**config.mk**
```make
export PLATFORM = sky130hd
export DESIGN_NAME = accel_vector_magnitude_core
export DESIGN_NICKNAME = d
export VERILOG_FILES = /design/src/rtl/core/avm_pkg.sv /design/src/rtl/core/avm_div.sv /design/src/rtl/core/avm_front.sv /design/src/rtl/core/accel_vector_magnitude_core.sv
export SDC_FILE = /design/constraint.sdc
export NUM_CORES = 1
export LEC_CHECK = 0
export BUFFER_PORTS_ARGS = -buffer_cell sky130_fd_sc_hd__buf_2
export CORE_ASPECT_RATIO = 2
export CORE_MARGIN = 2
export CORE_UTILIZATION = 57
export CTS_BUF_LIST = sky130_fd_sc_hd__clkbuf_4 sky130_fd_sc_hd__clkbuf_8 sky130_fd_sc_hd__clkbuf_16
export DETAILED_ROUTE_END_ITERATION = 6
export PLACE_DENSITY = 0.89
export SYNTH_ARGS = -nofsm -noshare
export SYNTH_HDL_FRONTEND = slang
export SYNTH_SLANG_ARGS = --single-unit
```
**constraint.sdc**
```tcl
create_clock -name clk -period 8 [get_ports clk]
set_clock_uncertainty 0.15 [all_clocks]
set_input_delay 2.4 -clock clk [delete_from_list [all_inputs] [get_ports clk]]
set_output_delay 2.4 -clock clk [all_outputs]
set_load 0.005 [all_outputs]
```
**src/rtl/core/avm_pkg.sv**
```systemverilog
package avm_pkg;

    localparam int IN_W       = 48;
    localparam int OUT_W      = 24;
    localparam int MAG_W      = 17;
    localparam int RAW_W      = 14;
    localparam int AXES       = 3;
    localparam int AXIS_W     = 2;
    localparam int MUL_W      = 17;
    localparam int PROD_W     = 2 * MUL_W;
    localparam int ACC_W      = 35;
    localparam int SUM_W      = 32;
    localparam int DIVS_W     = SUM_W + 1;
    localparam int SCALE_MUL  = 9810;
    localparam int SCALE_SHIFT = 10;
    localparam int STEP_LIMIT = 64;
    localparam int STEP_W     = $clog2(STEP_LIMIT);
    localparam int DIV_CNT_W  = $clog2(SUM_W);

    typedef struct packed {
        logic             done;
        logic             sat;
        logic [SUM_W-1:0] sum;
    } front_res_t;

endpackage

```
**src/rtl/core/avm_div.sv**
```systemverilog
module avm_div (
    input  logic                       clk,
    input  logic                       rst_n,
    input  logic                       start,
    input  logic [avm_pkg::SUM_W-1:0]  dividend,
    input  logic [avm_pkg::DIVS_W-1:0] divisor,
    output logic                       done,
    output logic [avm_pkg::SUM_W-1:0]  quotient
);
    import avm_pkg::*;

    logic                 busy_reg;
    logic                 done_reg;
    logic [DIV_CNT_W-1:0] cnt_reg;
    logic [DIVS_W-1:0]    rem_reg;
    logic [SUM_W-1:0]     quo_reg;
    logic [DIVS_W-1:0]    dsr_reg;
    logic [DIVS_W:0]      shifted;
    logic [DIVS_W:0]      trial;
    logic                 fits;

    // one quotient bit per cycle, restoring
    assign shifted = {rem_reg, quo_reg[SUM_W-1]};
    assign trial   = shifted - {1'b0, dsr_reg};
    assign fits    = shifted >= {1'b0, dsr_reg};

    always_ff @(posedge clk or negedge rst_n)
    begin
        if (!rst_n)
        begin
            busy_reg <= 1'b0;
            done_reg <= 1'b0;
            cnt_reg  <= '0;
        end
        else
        begin
            done_reg <= 1'b0;
            if (start)
            begin
                busy_reg <= 1'b1;
                cnt_reg  <= '0;
            end
            else if (busy_reg)
            begin
                cnt_reg <= cnt_reg + DIV_CNT_W'(1);
                if (cnt_reg == DIV_CNT_W'(SUM_W - 1))
                begin
                    busy_reg <= 1'b0;
                    done_reg <= 1'b1;
                end
            end
        end
    end

    always_ff @(posedge clk)
    begin
        if (start)
        begin
            rem_reg <= '0;
            quo_reg <= dividend;
            dsr_reg <= divisor;
        end
        else if (busy_reg)
        begin
            rem_reg <= fits ? trial[DIVS_W-1:0] : shifted[DIVS_W-1:0];
            quo_reg <= {quo_reg[SUM_W-2:0], fits};
        end
    end

    assign done     = done_reg;
    assign quotient = quo_reg;

endmodule

```
**src/rtl/core/avm_front.sv**
```systemverilog
module avm_front (
    input  logic                     clk,
    input  logic                     rst_n,
    input  logic                     start,
    input  logic [avm_pkg::IN_W-1:0] data,
    output avm_pkg::front_res_t      res
);
    import avm_pkg::*;

    localparam logic [1:0] PH_IDLE   = 2'd0;
    localparam logic [1:0] PH_SCALE  = 2'd1;
    localparam logic [1:0] PH_SQUARE = 2'd2;
    localparam logic [1:0] PH_ACC    = 2'd3;

    logic [1:0]        phase_reg;
    logic [1:0]        phase_next;
    logic [AXIS_W-1:0] axis_reg;
    logic              done_reg;
    logic [RAW_W-1:0]  raw_reg [AXES];
    logic [PROD_W-1:0] prod_reg;
    logic [ACC_W-1:0]  acc_reg;

    logic [RAW_W-1:0]  cur;
    logic [RAW_W-1:0]  cur_abs;
    logic [MUL_W-1:0]  mm;
    logic [MUL_W-1:0]  mul_a;
    logic [MUL_W-1:0]  mul_b;
    logic [PROD_W-1:0] mul_p;
    logic              last_axis;

    // truncation toward zero on the scaled value: work on the magnitude, the sign drops out
    assign cur       = raw_reg[axis_reg];
    assign cur_abs   = cur[RAW_W-1] ? RAW_W'(~cur + RAW_W'(1)) : cur;
    assign mm        = prod_reg[SCALE_SHIFT +: MUL_W];
    assign last_axis = axis_reg == AXIS_W'(AXES - 1);

    // one shared multiplier: scale step, then square step
    always_comb
    begin
        if (phase_reg == PH_SCALE)
        begin
            mul_a = MUL_W'(cur_abs);
            mul_b = MUL_W'(SCALE_MUL);
        end
        else
        begin
            mul_a = mm;
            mul_b = mm;
        end
    end

    assign mul_p = mul_a * mul_b;

    always_comb
    begin
        phase_next = phase_reg;
        unique case (phase_reg)
            PH_IDLE:   phase_next = start ? PH_SCALE : PH_IDLE;
            PH_SCALE:  phase_next = PH_SQUARE;
            PH_SQUARE: phase_next = PH_ACC;
            PH_ACC:    phase_next = last_axis ? PH_IDLE : PH_SCALE;
            default:   phase_next = PH_IDLE;
        endcase
    end

    always_ff @(posedge clk or negedge rst_n)
    begin
        if (!rst_n)
        begin
            phase_reg <= PH_IDLE;
            axis_reg  <= '0;
            done_reg  <= 1'b0;
        end
        else
        begin
            phase_reg <= phase_next;
            done_reg  <= (phase_reg == PH_ACC) && last_axis;
            if (phase_reg == PH_IDLE)
            begin
                axis_reg <= '0;
            end
            else if (phase_reg == PH_ACC)
            begin
                axis_reg <= axis_reg + AXIS_W'(1);
            end
        end
    end

    always_ff @(posedge clk)
    begin
        if (phase_reg == PH_IDLE && start)
        begin
            raw_reg[0] <= {data[7:0],   data[15:10]};
            raw_reg[1] <= {data[23:16], data[31:26]};
            raw_reg[2] <= {data[39:32], data[47:42]};
            acc_reg    <= '0;
        end
        else if (phase_reg == PH_ACC)
        begin
            acc_reg <= acc_reg + ACC_W'(prod_reg);
        end
        if (phase_reg == PH_SCALE || phase_reg == PH_SQUARE)
        begin
            prod_reg <= mul_p;
        end
    end

    // clamp to 32 bits
    assign res.done = done_reg;
    assign res.sat  = acc_reg[ACC_W-1:SUM_W] != '0;
    assign res.sum  = res.sat ? '1 : acc_reg[SUM_W-1:0];

endmodule

```
**src/rtl/core/accel_vector_magnitude_core.sv**
```systemverilog
// Three-axis acceleration magnitude in mm/s^2 from six raw sensor bytes per request. Each
// request scales and squares the three axes on one shared multiplier, then runs Newton steps
// on the 32-bit serial divider that yields one quotient bit a cycle; full-scale inputs need
// fewer than 20 steps, and sums of 0 or 1 skip the loop. s_axis_tready is high only while the
// core is idle; a finished result waits in the output register, so the next request can be
// taken while it is still unread.
module accel_vector_magnitude_core (
    input  logic                      clk,
    input  logic                      rst_n,
    input  logic                      s_axis_tvalid,
    output logic                      s_axis_tready,
    // x_high, x_low, y_high, y_low, z_high, z_low
    input  logic [avm_pkg::IN_W-1:0]  s_axis_tdata,
    output logic                      m_axis_tvalid,
    input  logic                      m_axis_tready,
    // magnitude, zero pad
    output logic [avm_pkg::OUT_W-1:0] m_axis_tdata,
    // sum_saturated
    output logic                      m_axis_tuser
);
    import avm_pkg::*;

    localparam logic [2:0] ST_IDLE      = 3'd0;
    localparam logic [2:0] ST_FRONT     = 3'd1;
    localparam logic [2:0] ST_DIV_START = 3'd2;
    localparam logic [2:0] ST_DIV_WAIT  = 3'd3;
    localparam logic [2:0] ST_FINISH    = 3'd4;

    logic [2:0]        state_reg;
    logic [2:0]        state_next;
    logic [STEP_W-1:0] step_reg;
    logic              out_valid_reg;
    logic [SUM_W-1:0]  sum_reg;
    logic              sat_reg;
    logic [SUM_W-1:0]  root_reg;
    logic [MAG_W-1:0]  mag_reg;
    logic [MAG_W-1:0]  out_mag_reg;
    logic              out_sat_reg;

    front_res_t        front_res;
    logic              in_fire;
    logic              div_done;
    logic [SUM_W-1:0]  div_quo;
    logic              small_sum;
    logic [SUM_W-1:0]  guess_raw;
    logic [SUM_W-1:0]  guess;
    logic [SUM_W:0]    new_wide;
    logic [SUM_W-1:0]  new_root;
    logic [SUM_W:0]    delta;
    logic              converged;
    logic              last_step;
    logic              out_load;

    assign s_axis_tready = state_reg == ST_IDLE;
    assign in_fire       = s_axis_tvalid && s_axis_tready;

    avm_front u_front (
        .clk   (clk),
        .rst_n (rst_n),
        .start (in_fire),
        .data  (s_axis_tdata),
        .res   (front_res)
    );

    avm_div u_div (
        .clk      (clk),
        .rst_n    (rst_n),
        .start    (state_reg == ST_DIV_START),
        .dividend (sum_reg),
        .divisor  ({root_reg, 1'b0}),
        .done     (div_done),
        .quotient (div_quo)
    );

    // first guess sum/8, at least 1
    assign small_sum = front_res.sum[SUM_W-1:1] == '0;
    assign guess_raw = {3'b000, front_res.sum[SUM_W-1:3]};
    assign guess     = (guess_raw == '0) ? SUM_W'(1) : guess_raw;

    // root/2 + sum/(2*root), at least 1
    assign new_wide  = {2'b00, root_reg[SUM_W-1:1]} + {1'b0, div_quo};
    assign new_root  = (new_wide[SUM_W-1:0] == '0) ? SUM_W'(1) : new_wide[SUM_W-1:0];
    assign delta     = {1'b0, new_root} - {1'b0, root_reg};
    assign converged = (delta == '0) || (delta == (SUM_W + 1)'(1)) || (delta == '1);
    assign last_step = step_reg == STEP_W'(STEP_LIMIT - 1);

    assign out_load  = (state_reg == ST_FINISH) && (!out_valid_reg || m_axis_tready);

    always_comb
    begin
        state_next = state_reg;
        unique case (state_reg)
            ST_IDLE:
            begin
                if (in_fire)
                begin
                    state_next = ST_FRONT;
                end
            end
            ST_FRONT:
            begin
                if (front_res.done)
                begin
                    state_next = small_sum ? ST_FINISH : ST_DIV_START;
                end
            end
            ST_DIV_START:
            begin
                state_next = ST_DIV_WAIT;
            end
            ST_DIV_WAIT:
            begin
                if (div_done)
                begin
                    state_next = (converged || last_step) ? ST_FINISH : ST_DIV_START;
                end
            end
            ST_FINISH:
            begin
                if (out_load)
                begin
                    state_next = ST_IDLE;
                end
            end
            default:
            begin
                state_next = ST_IDLE;
            end
        endcase
    end

    always_ff @(posedge clk or negedge rst_n)
    begin
        if (!rst_n)
        begin
            state_reg     <= ST_IDLE;
            step_reg      <= '0;
            out_valid_reg <= 1'b0;
        end
        else
        begin
            state_reg <= state_next;
            if (state_reg == ST_FRONT)
            begin
                step_reg <= '0;
            end
            else if (state_reg == ST_DIV_WAIT && div_done)
            begin
                step_reg <= step_reg + STEP_W'(1);
            end
            if (out_load)
            begin
                out_valid_reg <= 1'b1;
            end
            else if (m_axis_tready)
            begin
                out_valid_reg <= 1'b0;
            end
        end
    end

    always_ff @(posedge clk)
    begin
        if (state_reg == ST_FRONT && front_res.done)
        begin
            sum_reg  <= front_res.sum;
            sat_reg  <= front_res.sat;
            root_reg <= guess;
            mag_reg  <= front_res.sum[MAG_W-1:0];
        end
        if (state_reg == ST_DIV_WAIT && div_done)
        begin
            root_reg <= new_root;
            mag_reg  <= new_root[MAG_W-1:0] + MAG_W'(1);
        end
        if (out_load)
        begin
            out_mag_reg <= mag_reg;
            out_sat_reg <= sat_reg;
        end
    end

    assign m_axis_tvalid = out_valid_reg;
    assign m_axis_tdata  = OUT_W'(out_mag_reg);
    assign m_axis_tuser  = out_sat_reg;

endmodule

```
# After elaboration in Yosys (flattened, before gate mapping)
# Memory sizes are Yosys's and may differ from the RTL's.
# Cells that the tools add are included.
# word_totals
elab_cells	113
regBits	288
mem_bits_rw	42
in_bits	52
memories	1
# mem_list
name	depth	word_bits	rd	rd_ports_with_merged_regs	write_ports	line_no	source
u_front.raw_reg	3	14	1	0	3	avm_front.sv:19	logic [RAW_W-1:0] raw_reg [AXES];
# classes
order_cmp	1
n_mux	39
bitwise_logic	1
eq_ne	16
multipliers	1
n_addsub	9
reduce_logical	25
# ops
cell	count
two-way mux 32 bit	6
two-way mux 17 bit	4
logical NOT 32 bit	2
adder 35 x 34 -> 35 bit	1
greater-or-equal comparator 34 x 33 -> 1 bit	1
multiplier 17 x 17 -> 34 bit	1
== test 33 x 1 -> 1 bit (second input constant)	1
== test 33 bit (second input constant)	1
logical NOT 33 bit	1
two-way mux 33 bit	1
subtractor 32 x 32 -> 33 bit	1
subtractor 33 bit	1
adder 31 x 32 -> 32 bit	1
logical NOT 31 bit	1
two-way mux 29 bit	1
two-way mux 3 bit	6
adder 17 x 1 -> 17 bit (second input constant)	1
one-hot mux 3 bit (5 select lines)	1
adder 14 x 1 -> 14 bit (second input constant)	1
two-way mux 14 bit	1
NOT 14 bit	1
two-way mux 1 bit	12
two-way mux 6 bit	2
two-way mux 5 bit	2
other kinds (22)	41

# Logic depth before layout (Yosys ltp)
# logic_depth
ltp_word	11
ltp_mapped	35
ltp_nobuf	34

# By module
# From an unflattened synthesis, not the netlist that was laid out.
# unflattened
cells_unflattened	3360
hier_area_um2	31087.3
# modules_own_cells
module	area_each_um2	instances	cells_per_inst
avm_front	15803.9	1	1714
accel_vector_magnitude_core	8982.4	1	994
avm_div	6301.0	1	652

# Worst setup path after synthesis
# No wires, ideal clock.
# synth_path
kind	register to register
startpoint	register u_front.axis_reg[0]
endpoint	register u_front.prod_reg[33], data pin
path_stages_with_launch	34
path_buffers	2
setup_ps	260
t_arrival_ps	7948
setup_slack_ps	-358
period_less_slack_ps	8358
required_time_ps	7590
path_cell_list	dfrtp_1 -> clkbuf_1 -> clkbuf_1 -> mux2i_1 -> nor2_1 -> a21oi_1 -> inv_1 -> nor2_1 -> nand2_1 -> o21ai_0 -> xnor2_1 -> a21boi_0 -> o21ai_0 -> fa_1 -> inv_1 -> fa_1 -> inv_1 -> fa_1 -> fa_1 -> fa_1 -> inv_1 -> fa_1 -> ha_1 -> a21o_1 -> a21oi_1 -> inv_1 -> a31o_2 -> o31ai_1 -> o211ai_1 -> a21oi_1 -> o21ai_0 -> a21o_1 -> a21oi_1 -> xnor2_1
# synth_between
elab_chain_cells	6
# synth_lines
element	line_no	source
from (decl)	avm_front.sv:17	logic [AXIS_W-1:0] axis_reg;
from (signal assigned)	avm_front.sv:84	axis_reg <= axis_reg + AXIS_W'(1);
memory (3 x 14 bit) (*)	-	
NOT 14 bit	avm_front.sv:33	assign cur_abs = cur[RAW_W-1] ? RAW_W'(~cur + RAW_W'(1)) : cur;
adder 14 x 1 -> 14 bit	avm_front.sv:33	
two-way mux 14 bit (*)	avm_front.sv:33	
two-way mux 17 bit (*)	avm_front.sv:40	if (phase_reg == PH_SCALE)
multiplier 17 x 17 -> 34 bit (*)	avm_front.sv:52	assign mul_p = mul_a * mul_b;
net u_front.mul_p[33]	avm_front.sv:28	logic [PROD_W-1:0] mul_p;
to (signal assigned)	avm_front.sv:104	prod_reg <= mul_p;
to (decl)	avm_front.sv:20	logic [PROD_W-1:0] prod_reg;
# The timed path passes the listed nets; every way through them passes the cells marked *.
# A chain may end at the register's enable or synchronous reset.

# Final worst setup path
# layout_path
startpoint	register u_front.axis_reg[0]
endpoint	register u_front.prod_reg[28], data pin
# The elaborated chain is that of the path after synthesis.

==> metrics.log <==
[metrics] Worst Hold Class: reg -> reg
[metrics] worst path required time: 8.29 ns
[metrics] site row count: 116
[metrics] drt total wl: around 88,000 um
[metrics] CORE AREA: 50,100 sq um
[metrics] Period Utilization, post-route: 102%
[metrics] overall die width: ~160 um
[metrics] unrepaired setup endpoints after global routing: yes
[metrics] minimum hold slack: 0.269 ns
[metrics] count of buffering cells on the critical path with inverters included: 7
[metrics] final net count: ~3,900
[metrics] endpoint type of the worst setup path: flip-flop
[metrics] cell area reported after detailed placement: 31,500 sq um
[metrics] most frequent CP cell: fa_1
[metrics] H-tree depth: 1
[metrics] total area of sequential cells: 9120 sq um
[metrics] CP max FO: 8
[metrics] delay of the slowest cell on the worst path: approximately 0.57 ns
[metrics] Crit path depth: 32
[metrics] Residual DRC: 0
[metrics] max-cap violation count: 0
[metrics] clock buffer count from CTS: 31
[metrics] share of final-layout standard cells stronger than drive strength 1: between 15 and 20%
[metrics] total grt overflow: 0
[metrics] number of placed I/O pins: between 70 and 80
[metrics] post-synthesis register bit count: 330
[metrics] area share of the largest cell type after synthesis: between 20% and 30%
[metrics] Longest Clk Path Bufs: 3
[metrics] Initial Util: 57.9%
[metrics] clock tree from TritonCTS: done
[metrics] Avg Cell Area, Syn: 9.38 sq um
[metrics] number of enable-type register cells in the synthesized netlist: 240
[metrics] clock-pin slew on the worst setup and hold paths: roughly 0.09 ns
[metrics] max-slew violation count: 0
[metrics] vias per cell: approximately 6.1
[metrics] Worst Path Arrival: between 8 and 9 ns
[metrics] library cells used by synthesis: 90
[metrics] most area-consuming cells after synthesis: edfxtp_1, fa_1, ha_1
[metrics] violations in the final reports: negative setup slack
[metrics] most common flop cell mapped by yosys: edfxtp_1
[metrics] GRT Max-Usage Layer: met2
[metrics] height of the die: around 320 um
[metrics] Yosys top cell by area: edfxtp_1
[metrics] flip-flop count of the largest register after layout: 42
[metrics] clk sink count: 330
[metrics] Tmin final: 8.17 ns
[metrics] worst reg2reg path depth: 32
[metrics] worst setup slack after layout: -0.166 ns
[metrics] fraction of the core area covered by cells at the end of the flow: between 60% and 70%
[metrics] run status: finished, violations left
[metrics] global-route met3 utilization: under 10%
[metrics] # port buffers: 65
[metrics] DRC marker count from the first detailed-route iteration: about 1,900
[metrics] GR Util met2: between 60% and 70%
[metrics] global-route wire length before repair: approximately 130,000 um
[metrics] yosys warns: 0
[metrics] number of fill cells: between 3,000 and 4,000
[metrics] placed wire-length estimate: ~64,000 um
[metrics] number of instances in the synthesized netlist: ~3,100
[metrics] global routing usage on met1: 28.7%
[metrics] vias in the first global route: about 26,000
[metrics] First-pass DRT Iterations: 5
[metrics] buffer cell driving the clock tree root: clkbuf_16
[metrics] final std cell area, no fill: 33,700 sq um
[metrics] initial antenna violation count: 2
[metrics] final weighted congestion in routability-driven placement: ~1.0
[metrics] Setup Total Neg Slack: -0.583 ns
[metrics] largest net degree at the start of global routing: a little under 80
[metrics] area of the mapped netlist: 29,000 sq um
[metrics] cell type of the slowest stage on the worst timing path: fa_2
[metrics] total area of multi-input combinational cells: 18,600 sq um
[metrics] GRT Util Overall: between 30% and 40%
[metrics] total number of vias: around 25,000
[metrics] cell type group with the largest total delay on the critical path: adder cells
[metrics] slew at the pin closest to its max-slew limit: 1.01 ns
[metrics] Slew Limit Headroom: between 30% and 40%
[metrics] P&R area growth vs syn: 16.3%
[metrics] Setup Viol. Count Final: 6
[metrics] Wirelength per Cell: 21.8 um
[metrics] top achievable clock speed: approximately 120 MHz
[metrics] clock insertion delay at the later pin of the skew report: between 0.6 and 0.7 ns
[metrics] Async S/R FF share, synth: between 6 and 7%
[metrics] number of cells traversed by the worst hold path: 0
[metrics] element type at the critical path start: flip-flop
[metrics] sequential fraction of the synthesis area: a little under a third
[metrics] classification of the worst setup path: reg -> reg
[metrics] floorplan die area: about 53,000 sq um
[metrics] number of failing hold endpoints at the final stage: 0
[metrics] DRT antenna net count: 0
## path summary, 6_finish.rpt
path,from,to,slack [ns]
worst max-delay path,u_front.axis_reg[0],u_front.prod_reg[28],-0.17
worst min-delay path,mag_reg[2],out_mag_reg[2],0.27
worst max register to register,u_front.axis_reg[0],u_front.prod_reg[28],-0.17
worst min register to register,mag_reg[2],out_mag_reg[2],0.27
max in group asynchronous,rst_n,u_div.busy_reg,5.73
min in group asynchronous,rst_n,u_front.phase_reg[0],1.57
## synthesized netlist by cell type (14+ instances only)
master and count:
or3_1 16, inv_1 421, dfxtp_1 68, o21bai_1 14, mux2_2 16, or2_2 15
mux2i_1 71, o211ai_1 20, o21a_1 22, nand3_1 42, a31oi_1 21, nor4_1 17
a21oi_1 203, nand2_1 363, nand2b_1 51, nand4_1 21, a211oi_1 18, a21o_1 45
and3_1 24, fa_1 225, and2_1 66, nor3_1 41, xnor2_1 118, edfxtp_1 240
ha_1 240, xor2_1 42, nor2_1 233, nor2b_1 46, clkbuf_1 85, dfrtp_1 22
o21ai_0 98
## final cells by class
cell class                      instances  share of cell area, %
Clock buffer                           36                   2.43
Tap cell                              649                   2.41
Sequential cell                       330                   27.1
Clock inverter                         22                  0.732
Inverter                              422                   4.70
Timing Repair Buffer                  338                   7.26
Antenna cell                            5                 0.0371
Multi-Input combinational cell       2234                   55.4
## cell families after synthesis
logic type	share of synthesized area (%)
XOR/XNOR	4.99
buffers and inverters	6.99
other	0.0129
AND/OR/NAND/NOR	15.8
adder cells (fa/ha/maj)	25.9
multiplexers	3.11
AO/OA/AOI/OAI	11.7
flip-flops	31.5
## worst register-to-register path, delay by kind of cell, from the launching register on
family                     cells  cell delay, ns
AOI/OAI and AO/OA              7            1.32
xor gates and xnor gates       2            0.39
and+or+nand+nor                8            1.21
muxes                          1            0.19
DFF                            1            0.51
buffers and inverters          7            0.76
adders and majority gates      7            3.43
## stage by stage
step	instances	worst slack [ns]
finish	4036	-0.166
global route	4032	-0.447
CTS	4011	-0.0303
detailed placement	3938	-0.710
global placement	3938	-0.512
floorplan	3094	0.0656
## cell usage in the layout, fill, tap and decap left out, drive strengths merged, types with 8 or more instances in the layout
cell,count
inv,424
nand2,363
buf,338
edfxtp,240
ha,240
nor2,233
fa,225
a21oi,205
xnor2,118
o21ai,110
mux2i,71
dfxtp,68
and2,66
nand2b,51
nor2b,46
a21o,45
xor2,42
nand3,42
nor3,41
clkbuf,36
and3,24
o21a,23
o211ai,22
dfrtp,22
nand4,21
a31oi,21
a211oi,20
mux2,17
nor4,17
or2,16
or3,16
o21bai,15
o31ai,12
a21boi,12
clkinv,12
nor3b,8
## layer usage
layer / up-vias / share of wire (%)
met2: 1308 / 52
met1: 11693 / 29
met4: 0 / 12
met3: 644 / 6.7
met5: - / 0
li1: 10915 / -
## what timing repair did
action | 4_1_cts | 5_1_grt
pin swaps | 43 | 101
hold endpoints to repair | 0 | 0
resized for setup | 80 | 107
endpoints found under the setup margin | 11 | 12
hold buffers | 0 | 0
setup buffers | 15 | 20
Power is left out: the tool's default activity adds up to more than one toggle a clock period on the data nets, which glitch-free logic cannot reach.
